--- config.mk ---
export PLATFORM = sky130hd
export DESIGN_NAME = ils_cell
export DESIGN_NICKNAME = d
export VERILOG_FILES = /design/src/rtl/ils_pkg.sv /design/src/rtl/ils_cell.sv
export SDC_FILE = /design/constraint.sdc
export NUM_CORES = 1
export LEC_CHECK = 0
export BUFFER_PORTS_ARGS = -buffer_cell sky130_fd_sc_hd__buf_2
export CAP_MARGIN = 20
export CORE_AREA = 2 2 77 79
export DETAILED_ROUTE_END_ITERATION = 8
export DIE_AREA = 0 0 79 81
export GPL_TIMING_DRIVEN = 0
export PLACE_DENSITY = 0.89
export SYNTH_ARGS = -nofsm -noshare
export SYNTH_HDL_FRONTEND = slang
export SYNTH_SLANG_ARGS = --single-unit
export TNS_END_PERCENT = 30
--- constraint.sdc ---
create_clock -name clk -period 6.7 [get_ports clk]
set_input_delay 1.005 -clock clk [delete_from_list [all_inputs] [get_ports clk]]
set_output_delay 1.005 -clock clk [all_outputs]
set_load 0.02 [all_outputs]
--- src/rtl/ils_pkg.sv ---
// Package for the indexed list store: sizes, codes and the cell control bundle.
package ils_pkg;

  localparam int DEPTH  = 64;
  localparam int ELEM_W = 32;
  localparam int POS_W  = 7;
  localparam int CNT_W  = 7;
  localparam int IDX_W  = $clog2(DEPTH);
  localparam int KIND_W = 3;
  localparam int STAT_W = 2;
  localparam int IN_DATA_W  = ((POS_W + ELEM_W + 7) / 8) * 8;
  localparam int OUT_DATA_W = ((ELEM_W + CNT_W + 7) / 8) * 8;

  localparam logic [CNT_W-1:0] DEPTH_CNT = CNT_W'(DEPTH);

  typedef enum logic [KIND_W-1:0] {
    REQ_PUSH   = 3'd0,
    REQ_POP    = 3'd1,
    REQ_INSERT = 3'd2,
    REQ_REMOVE = 3'd3,
    REQ_GET    = 3'd4,
    REQ_SET    = 3'd5
  } req_kind_t;

  typedef enum logic [STAT_W-1:0] {
    ST_OK    = 2'd0,
    ST_EMPTY = 2'd1,
    ST_RANGE = 2'd2,
    ST_FULL  = 2'd3
  } status_t;

  typedef enum logic [1:0] {
    CELL_HOLD,
    CELL_WRITE,
    CELL_INSERT,
    CELL_REMOVE
  } cell_op_t;

  typedef struct packed {
    cell_op_t          op;
    logic [POS_W-1:0]  pos;
    logic [ELEM_W-1:0] wdata;
    logic [POS_W-1:0]  rd_pos;
  } cell_ctrl_t;

endpackage

--- src/rtl/ils_cell.sv ---
// One list slot: holds an entry, shifts from a neighbor, drives the shared read bus.
module ils_cell (
  input  logic                       clk,
  input  logic [ils_pkg::IDX_W-1:0]  idx,
  input  ils_pkg::cell_ctrl_t        ctrl,
  input  logic [ils_pkg::ELEM_W-1:0] prev_value,
  input  logic [ils_pkg::ELEM_W-1:0] next_value,
  output logic [ils_pkg::ELEM_W-1:0] value,
  output logic [ils_pkg::ELEM_W-1:0] rd_term
);

  logic [ils_pkg::POS_W-1:0]  my_pos;
  logic [ils_pkg::ELEM_W-1:0] value_next;

  assign my_pos  = ils_pkg::POS_W'(idx);
  assign rd_term = (my_pos == ctrl.rd_pos) ? value : '0;

  always_comb begin
    value_next = value;
    case (ctrl.op)
      ils_pkg::CELL_WRITE: begin
        if (my_pos == ctrl.pos) value_next = ctrl.wdata;
      end
      ils_pkg::CELL_INSERT: begin
        if (my_pos == ctrl.pos) value_next = ctrl.wdata;
        else if (my_pos > ctrl.pos) value_next = prev_value;
      end
      ils_pkg::CELL_REMOVE: begin
        if (my_pos >= ctrl.pos) value_next = next_value;
      end
      default: value_next = value;
    endcase
  end

  always_ff @(posedge clk) begin
    value <= value_next;
  end

endmodule

# After elaboration in Yosys (flattened, before gate mapping)
# Cells that the tools add are included.
[op_classes]
n_reduce_logical = 2
mux = 6
n_eq_ne = 8
n_lt_le_gt_ge = 2
[ops]
columns = ["op", "n"]
rows = [
  ["32-bit 2-to-1 mux", 5],
  ["32-bit case mux with 3 select lines", 1],
  ["6-bit by 7-bit == test with 1-bit output", 2],
  ["6-bit by 7-bit >= comparator with 1-bit output", 1],
  ["6-bit by 7-bit > comparator with 1-bit output", 1],
  ["2-bit == test (second input constant)", 2],
  ["2-bit inequality test (second input constant)", 2],
  ["4-bit AND reduction", 1],
  ["3-bit inequality test (second input constant)", 1],
  ["3-bit nonzero test", 1],
  ["2-bit by 1-bit == test with 1-bit output (second input constant)", 1],
]
[totals]
regBits = 32

# Depth between registers and ports, before layout
# Gate-level depths: netlist of the first run.
[logic_depth]
depth_word = 4
mapped_depth = 7

# Least setup slack after synthesis of the first run
# No wires, ideal clock.
[synth_timing]
kind = "input to register"
startpoint = "input port ctrl[43] in the netlist's numbering"
endpoint = "register value[0] in the netlist's numbering (enable)"
arrival_time_ns = 5.219
n_path_buf = 0
path_stages = 5
path_slack_ns = 0.948
cell_sequence = "inv_1 -> ha_1 -> a21o_1 -> a21oi_1 -> o311ai_0"
[synth_via]
elab_chain_cells = 3
[synth_rtl]
columns = ["item", "line_no", "source"]
rows = [
  ["from (decl)", "ils_cell.sv:5", "input ils_pkg::cell_ctrl_t ctrl,"],
  ["6-bit by 7-bit > comparator with 1-bit output, or another cell as far along", "ils_cell.sv:26", "else if (my_pos > ctrl.pos) value_next = prev_value;"],
  ["3-bit inequality test (no line) / 2-bit inequality test (equally long branches)", "-", ""],
  ["4-bit AND reduction (no line) *", "-", ""],
  ["to (signal assigned)", "ils_cell.sv:36", "value <= value_next;"],
  ["to (decl)", "ils_cell.sv:8", "output logic [ils_pkg::ELEM_W-1:0] value,"],
]
# Every way passes the cells marked *; elsewhere a longest branch is shown, timed or not.
# A chain may end at the register's enable or synchronous reset.

# Final worst setup path of the first run
[layout_timing]
startpoint = "input port ctrl[3] in the netlist's numbering"
endpoint = "output port rd_term[25] in the netlist's numbering"
[layout_via]
elab_chain_cells = 2
[layout_rtl]
columns = ["item", "line_no", "source"]
rows = [
  ["6-bit by 7-bit == test with 1-bit output", "ils_cell.sv:16", "assign rd_term = (my_pos == ctrl.rd_pos) ? value : '0;"],
  ["32-bit 2-to-1 mux", "ils_cell.sv:16", ""],
  ["to (decl)", "ils_cell.sv:9", "output logic [ils_pkg::ELEM_W-1:0] rd_term"],
]
# No other way between the ends.

==> impl_metrics.csv, run 1 <==
group,metric,value,unit
sta,period_needed,3700,ps
sta,layout_setup_ws,3000,ps
min_path,min_path_type,"in2reg",
yosys,yosys_register_bits,32,
layout,multi_input_area,1040,sq um
sta,rsz0062_at_grt,"false",
layout,stdcell_count,443,
setup_path,critPathCaptureType,"output port",
yosys,syn_nets,300,
setup_path,crit_path_max_incr_delay,530,ps
sta,tightest_slew,502,ps
sta,slew_violations,0,
setup_path,startpoint_type,"input port",
setup_path,path_class,"in2out",
pwr,p_comb_share,23.9,%
sta,timing.hold.ws,1070,ps
cts,ctsResizeCount,0,
sta,relSlewSlack,66.5,%
detailed_routing,dr.first_iter.drc_count,74,
yosys,avgSynthCellArea,11.9,sq um
layout,largest_register_ff_count,32,
detailed_routing,wl_per_cell,13.9,microns
yosys,seq_area_frac_synth,46.3,%
pwr,powerDensity,172,nW/um^2
pwr,power,0.552,mW
sta,finalSetupViolCount,0,
layout,drive_gt1_share,68.2,%
setup_path,crit_fanout,10,
run_status,status,"finished, final reports clean",
cts,cts_tree,"built",
layout,antenna_cells,0,
cts,clockBufferDepth,2,
cts,h-tree-depth,2,
detailed_routing,ant_nets,0,
place,portBuffers,182,
die,ios,183,
setup_path,slowest_stage,"or4_4",
global_routing,grt_pass1_vias,1988,
place,gp_congestion,0.808,
pwr,clkPwrFrac,31.3,%
detailed_routing,routed_wl,6160,microns
sta,post-route-period-util,55.2,%
cts,hold_buffers,0,
global_routing,grt_antenna_before_repair,0,
layout,reg_top3,"value: 32 flops",
layout,num-fill-cells,507,
yosys,syn_area,2070,sq um
yosys,synth.distinct_cells,22,
cts,postCtsSetupRepairBufs,0,
cts,clock-sinks,32,
layout,finish.net_count,492,
detailed_routing,first_pass_iters,4,
detailed_routing,drc_errors,0,
die,fp.dieW,79,microns
detailed_routing,drt-vias-per-instance,4.80,
layout,syn_to_final_growth,55.0,%
place,dp_hpwl,5240,microns
place,dp.cells,435,
setup_path,crit_path_frequent_cell,"buf_2",
sta,fmax,270,MHz
detailed_routing,vias,2126,
flow_run,maxCapViolCount,0,
cts,clkTransAtPathRegs,60,ps
global_routing,track_usage,18.2,%
layout,regMostFlops,"value",
pwr,internal_power,0.414,mW
pwr,leakagePower,1.62,nW
cts,clock-root-buffer,"clkbuf_8",
place,pre_cts_ws,2950,ps
die,initial_core_util,36.6,%
global_routing,grt_max_degree,13,
setup_path,worstPathCellList,"buf_2 -> xor2_1 -> or4_4 -> nor4_4 -> clkbuf_2 -> and2_2 -> buf_2",
min_path,holdPathStages,2,
die,die_y,81,microns
die,core_area,5680,sq um
yosys,synth_warnings,0,
setup_path,required,5690,ps
pwr,p_seq_share,44.8,%
die,fp.dieArea,6400,sq um
setup_path,arrival,2700,ps
sta,hold_viol,0,
yosys,synth_cells,175,
cts,numCtsBuffers,5,
die,rows,28,
pwr,irDropWorstVdd,89.1,uV
pwr,switchingPower,0.137,mW
global_routing,gr-total-overflow,0,
global_routing,grt_pass1_wl,8920,microns
pwr,sw_frac_of_total,24.8,%
layout,seq_area,961,sq um
## cells in the final DEF, fill, tap and decap left out
master / count
nand3_1: 2
nor4_4: 1
a21oi_1: 1
and3_1: 1
a31o_2: 1
or4_4: 1
clkbuf_8: 5
nand2b_1: 33
clkbuf_1: 9
clkbuf_2: 3
edfxtp_1: 32
and2_1: 11
o311ai_2: 1
o2111ai_1: 1
xor2_1: 6
ha_1: 6
buf_4: 3
clkinv_1: 2
a211o_1: 1
inv_1: 8
and2_2: 21
and4b_1: 1
o221a_2: 32
a21o_1: 1
buf_2: 182
bufinv_16: 1
nand2_1: 2
## final timing paths
kind / start / endpoint / slack, ps
min: prev_value[31] / value[31] / 1070
max: ctrl[3] / rd_term[25] / 3000
## routing by layer
metal	part of all wire [%]	vias to the layer above	wire length (microns)	GRT usage, %
li1	-	1043	-	-
met1	37	978	2270	18.5
met2	55	93	3400	35.4
met3	5.8	12	355	3.89
met4	2.3	0	139	8.45
met5	0	-	0	0
## cell type report
type                            instances  share of cell area [%]
Clock inverter                          3                    1.17
Tap cell                               75                    2.92
Timing Repair Buffer                  185                    29.0
Inverter                                8                   0.934
Sequential cell                        32                    29.9
Clock buffer                            5                    2.14
Multi-Input combinational cell        123                    32.4
Buffer                                 12                    1.52
## per-stage QoR
step / cell area (sq um) / utilization (%) / TNS, ps
finish: 3220 / 56.7 / 0
global route: 3220 / 56.7 / 0
CTS: 3220 / 56.7 / 0
detailed placement: 3110 / 54.8 / 0
global placement: 3080 / 54.3 / -20710
floorplan: 2070 / - / 0
## power groups by stage
| stage | registers [mW] | clock network (mW) | logic [mW] |
|---|---|---|---|
| floorplan | 0.271 | 0 | 0.0507 |
| global placement | 0.253 | 0 | 0.128 |
| detailed placement | 0.252 | 0 | 0.133 |
| CTS | 0.247 | 0.179 | 0.133 |
| global route | 0.249 | 0.187 | 0.144 |
| finish | 0.247 | 0.173 | 0.132 |
## synthesized netlist by cell type
master | instances | area share [%]
o2111ai_1 | 1 | 0.42
o221a_2 | 32 | 17
and2_1 | 11 | 3.3
clkbuf_1 | 9 | 1.6
and3_1 | 1 | 0.30
a31o_2 | 1 | 0.42
nand3_1 | 2 | 0.48
and4b_1 | 1 | 0.48
inv_1 | 8 | 1.4
ha_1 | 6 | 3.6
clkbuf_2 | 3 | 0.72
nor4_4 | 1 | 1.0
o311ai_0 | 1 | 0.42
a211o_1 | 1 | 0.42
nand2b_1 | 33 | 10
edfxtp_1 | 32 | 46
xor2_1 | 6 | 2.5
and2_2 | 21 | 7.6
nand2_1 | 2 | 0.36
or4_4 | 1 | 0.54
a21o_1 | 1 | 0.36
a21oi_1 | 1 | 0.24
## worst max-delay path, delay by kind of cell
kind	cells	cell delay, ps
and+or+nand+nor	3	970
buffers and inverters	3	570
xor gates and xnor gates	1	150
## kinds of logic after synthesis
| group | synth area share [%] |
|---|---|
| buf+inv | 3.80 |
| xor+xnor | 2.53 |
| flops | 46.3 |
| compound gates | 19.7 |
| fa+ha+maj | 3.62 |
| simple gates | 24.1 |
Note: power is estimated with default switching activity, not from simulation.
==> run 2, diff against run 1 <==
==> constraint.sdc (replaced) <==
create_clock -name clk -period 3.7 [get_ports clk]
set_input_delay 0.555 -clock clk [delete_from_list [all_inputs] [get_ports clk]]
set_output_delay 0.555 -clock clk [all_outputs]
set_load 0.02 [all_outputs]
==> impl_metrics.csv, run 2 (synthesis results as in run 1) <==
group,metric,value,unit
sta,rsz0062_at_grt,"false",
pwr,switchingPower,0.246,mW
run_status,status,"finished, final reports clean",
cts,postCtsSetupRepairBufs,0,
layout,antenna_cells,0,
flow_run,maxCapViolCount,0,
global_routing,grt_pass1_wl,9300,microns
layout,layout_commonest_cell,"buf_2",
detailed_routing,first_pass_iters,4,
detailed_routing,routed_wl,6120,microns
detailed_routing,drt-vias-per-instance,4.83,
pwr,clkPwrFrac,26.1,%
cts,hold_buffers,0,
place,pre_cts_ws,838,ps
global_routing,grt_max_degree,21,
setup_path,critPathCaptureType,"output port",
layout,layout_common_cells,"182 x buf_2, 33 x nand2b_1, 32 x o221a_2, 32 x edfxtp_1, 21 x and2_2",
detailed_routing,drc_errors,0,
sta,fmax,348,MHz
pwr,internal_power,0.682,mW
min_path,min_path_type,"in2reg",
layout,drive_gt1_share,68.2,%
global_routing,gr-total-overflow,0,
global_routing,grt_pass1_vias,2045,
pwr,irDropWorstVdd,142,uV
die,initial_core_util,36.6,%
setup_path,slowest_stage,"or4_4",
die,die_y,81,microns
sta,post-route-period-util,77.6,%
detailed_routing,dr.first_iter.drc_count,67,
sta,period_needed,2870,ps
pwr,p_seq_share,48.2,%
setup_path,worstPathCellList,"buf_2 -> xor2_1 -> or4_4 -> nor4_4 -> clkbuf_2 -> and2_2 -> buf_2",
detailed_routing,vias,2125,
sta,finalSetupViolCount,0,
place,portBuffers,182,
sta,tightest_slew,696,ps
sta,fin_tns_setup,0,ps
die,fp.dieArea,6400,sq um
cts,numCtsBuffers,5,
cts,clkTransAtPathRegs,60,ps
setup_path,crit_path_frequent_cell,"buf_2",
cts,h-tree-depth,2,
cts,clock-root-buffer,"clkbuf_8",
pwr,p_comb_share,25.7,%
pwr,powerDensity,291,nW/um^2
die,fp.dieW,79,microns
sta,hold_viol,0,
die,core_area,5680,sq um
cts,ctsResizeCount,0,
sta,slew_violations,0,
global_routing,track_usage,18.7,%
place,dp_hpwl,5150,microns
die,ios,183,
layout,reg_top3,"value: 32 flops",
cts,cts_tree,"built",
pwr,sw_frac_of_total,26.5,%
layout,largest_register_ff_count,32,
layout,syn_to_final_growth,53.7,%
cts,clockBufferDepth,2,
sta,layout_setup_ws,830,ps
setup_path,path_class,"in2out",
setup_path,crit_fanout,10,
setup_path,required,3140,ps
setup_path,arrival,2310,ps
cts,clock-sinks,32,
place,gp_congestion,0.800,
global_routing,grt_antenna_before_repair,0,
setup_path,startpoint_type,"input port",
layout,regMostFlops,"value",
detailed_routing,ant_nets,0,
sta,relSlewSlack,53.5,%
pwr,leakagePower,1.61,nW
die,rows,28,
setup_path,crit_path_max_incr_delay,520,ps
layout,finish.net_count,490,
detailed_routing,wl_per_cell,13.9,microns
## run 2: cell type report
type,instances,area (sq um)
fillers,505,2490
multi-input cells,123,1050
flip-flops and latches,32,961
repair buffers,183,926
well taps,75,93.8
clock buffers,6,72.6
plain buffers,12,48.8
inverters,8,30.0
clock inverters,1,5.00
## run 2: metal layers
metal  track usage, %  part of all wire [%]
met1             19.4                    36
met2             35.5                    55
met3             5.11                   7.2
met4             7.76                   2.4
met5                0                     0
## run 2: per-stage QoR
stage          power (mW)  area [sq um]  utilization, %  hold WS (ps)  instances
3_3_place_gp        0.687          3090            54.4           899        432
5_1_grt             0.979          3190            56.2           611        440
3_5_place_dp        0.696          3110            54.8           901        433
2_1_floorplan       0.582          2080               -           811        175
4_1_cts             0.941          3190            56.2           611        440
6_report            0.928          3190            56.2           622        440
## run 2: worst paths after layout
kind	start	end	slack (ps)	cells after the start
worst max-delay path	idx[3]	rd_term[16]	830	7
worst min-delay path	prev_value[18]	value[18]	620	2
## run 2: power by group through the flow
stage | Sequential (mW) | Combinational (mW) | Clock (mW)
floorplan | 0.489 | 0.0927 | 0
detailed placement | 0.455 | 0.241 | 0
CTS | 0.447 | 0.241 | 0.252
global route | 0.450 | 0.262 | 0.267
finish | 0.447 | 0.239 | 0.242
global placement | 0.455 | 0.232 | 0
## run 2: worst max-delay path, delay by kind of cell
| family | cells | cell delay, ps |
|---|---|---|
| and+or+nand+nor | 3 | 1010 |
| buffers and inverters | 3 | 620 |
| xor gates and xnor gates | 1 | 140 |
==> run 3, diff against run 2 <==
--- a/config.mk
+++ b/config.mk
@@ -7,11 +7,11 @@
 export LEC_CHECK = 0
 export BUFFER_PORTS_ARGS = -buffer_cell sky130_fd_sc_hd__buf_2
 export CAP_MARGIN = 20
-export CORE_AREA = 2 2 77 79
+export CORE_AREA = 2 2 82 84
 export DETAILED_ROUTE_END_ITERATION = 8
-export DIE_AREA = 0 0 79 81
+export DIE_AREA = 0 0 84 86
 export GPL_TIMING_DRIVEN = 0
-export PLACE_DENSITY = 0.89
+export PLACE_DENSITY = 0.83
 export SYNTH_ARGS = -nofsm -noshare
 export SYNTH_HDL_FRONTEND = slang
 export SYNTH_SLANG_ARGS = --single-unit
==> constraint.sdc (replaced) <==
create_clock -name clk -period 2.35 [get_ports clk]
set_input_delay 0.3525 -clock clk [delete_from_list [all_inputs] [get_ports clk]]
set_output_delay 0.3525 -clock clk [all_outputs]
set_load 0.02 [all_outputs]
==> impl_metrics.csv, run 3 (synthesis results as in run 1) <==
group,metric,value,unit
die,initial_core_util,33.0,%
layout,layout_commonest_cell,"buf_2",
layout,num-fill-cells,577,
detailed_routing,routed_wl,6540,microns
global_routing,grt_use_met3,4.14,%
die,die_y,86,microns
cts,clock-root-buffer,"clkbuf_8",
die,ios,183,
cts,clkTransAtPathRegs,60,ps
setup_path,required,2000,ps
cts,clockBufferDepth,2,
sta,slew_violations,0,
cts,clock-sinks,32,
detailed_routing,drc_errors,0,
setup_path,cp.depth,8,
pwr,irDropWorstVdd,222,uV
setup_path,crit_path_frequent_cell,"buf_2",
sta,post-route-period-util,94.7,%
place,gp_congestion,0.775,
pwr,powerDensity,444,nW/um^2
detailed_routing,ant_nets,0,
sta,fmax,449,MHz
sta,layout_setup_ws,125,ps
run_status,status,"finished, final reports clean",
min_path,holdPathStages,2,
detailed_routing,wl_per_cell,14.7,microns
global_routing,grt_max_degree,19,
setup_path,slowest_stage,"or4_4",
die,fp.dieArea,7220,sq um
setup_path,startpoint_type,"input port",
die,core_area,6280,sq um
setup_path,cp-endpoint,"rd_term[30]",
sta,tightest_slew,890,ps
setup_path,path_buf_inv,4,
place,portBuffers,182,
place,dp.cells,435,
layout,antenna_cells,0,
setup_path,crit_fanout,10,
setup_path,crit_path_max_incr_delay,520,ps
place,dp_hpwl,5360,microns
setup_path,path_class,"in2out",
sta,rsz0062_at_grt,"false",
global_routing,grt_pass1_vias,2171,
global_routing,grt_pass1_wl,9980,microns
cts,cts_tree,"built",
layout,drive_gt1_share,68.5,%
cts,numCtsBuffers,5,
layout,stdcell_count,445,
sta,relSlewSlack,40.5,%
detailed_routing,first_pass_iters,4,
min_path,min_path_type,"in2reg",
global_routing,gr-total-overflow,0,
setup_path,critPathCaptureType,"output port",
layout,multi_input_area,1050,sq um
cts,h-tree-depth,2,
sta,hold_viol,0,
pwr,leakagePower,1.63,nW
layout,reg_top3,"value: 32 flops",
place,pre_cts_ws,-96.8,ps
die,fp.dieW,84,microns
global_routing,grt_antenna_before_repair,0,
global_routing,met1_usage,18.4,%
global_routing,grt_util_met2,34.5,%
global_routing,grt_most_used_layer,"met2",
detailed_routing,drt-vias-per-instance,4.85,
setup_path,arrival,1870,ps
layout,syn_to_final_growth,59.9,%
flow_run,maxCapViolCount,0,
setup_path,crit_start,"ctrl[3]",
setup_path,worstPathCellList,"buf_2 -> xor2_1 -> or4_4 -> nor4_4 -> buf_6 -> buf_8 -> and2_2 -> buf_2",
setup_path,path_delay_family,"simple AND/OR/NAND/NOR gates",
sta,period_needed,2230,ps
detailed_routing,vias,2157,
layout,largest_register_ff_count,32,
die,rows,29,
sta,fin_tns_setup,0,ps
global_routing,track_usage,17.5,%
layout,layout_common_cells,"158 x buf_2, 33 x nand2b_1, 32 x o221a_2, 32 x edfxtp_1, 26 x buf_4",
layout,seq_area,961,sq um
layout,regMostFlops,"value",
detailed_routing,dr.first_iter.drc_count,64,
layout,finish.net_count,493,
sta,finalSetupViolCount,0,
-- run 3: changes by cell type in the layout (fill, tap and decap cells not counted), sizes merged --
cell,previous run,this run
buf,183,189
clkbuf,18,15
-- run 3: metrics by stage --
stage	hold WS, ps	utilization (%)	cell area [sq um]	total power, mW
floorplan	608	-	2090	0.917
global placement	696	49.4	3100	1.09
detailed placement	697	49.8	3130	1.10
CTS	407	51.6	3240	1.49
global route	406	52.8	3320	1.55
finish	417	52.8	3320	1.47
-- run 3: metal layers --
layer	up-vias	routed length, microns
met2	114	3550
met3	8	456
met4	0	80
met5	-	0
li1	1049	-
met1	986	2450
-- run 3: how the worst min path moves through the flow --
stage,from,to,slack [ps]
2_1_floorplan,prev_value[0],value[0],610
4_1_cts,prev_value[29],value[29],410
3_3_place_gp,prev_value[20],value[20],700
6_report,prev_value[29],value[29],420
5_1_grt,prev_value[10],value[10],410
3_5_place_dp,prev_value[29],value[29],700
-- run 3: repair_timing --
item / in CTS / in global routing
buffers inserted: 2 / 0
cloned: 0 / 1
pin swaps: 1 / 1
setup endpoints to repair: 30 / 30
endpoints found under the hold margin: 0 / 0
resized for setup: 6 / 29
hold buffers: 0 / 0
-- run 3: power by group --
part           leakage (nW)  total [mW]  switching [mW]  internal [mW]
sequential            0.303       0.705          0.0191          0.686
clock                0.0410       0.380           0.180          0.201
combinational          1.29       0.386           0.193          0.193
total                  1.63        1.47           0.392           1.08
-- run 3: layout make-up --
type	count	share of cell area [%]
plain buffers	12	2.26
clock buffers	6	2.19
clock inverters	1	0.151
inverters	8	0.905
multi-input cells	123	31.7
flip-flops and latches	32	29.0
well taps	77	2.90
repair buffers	186	30.9
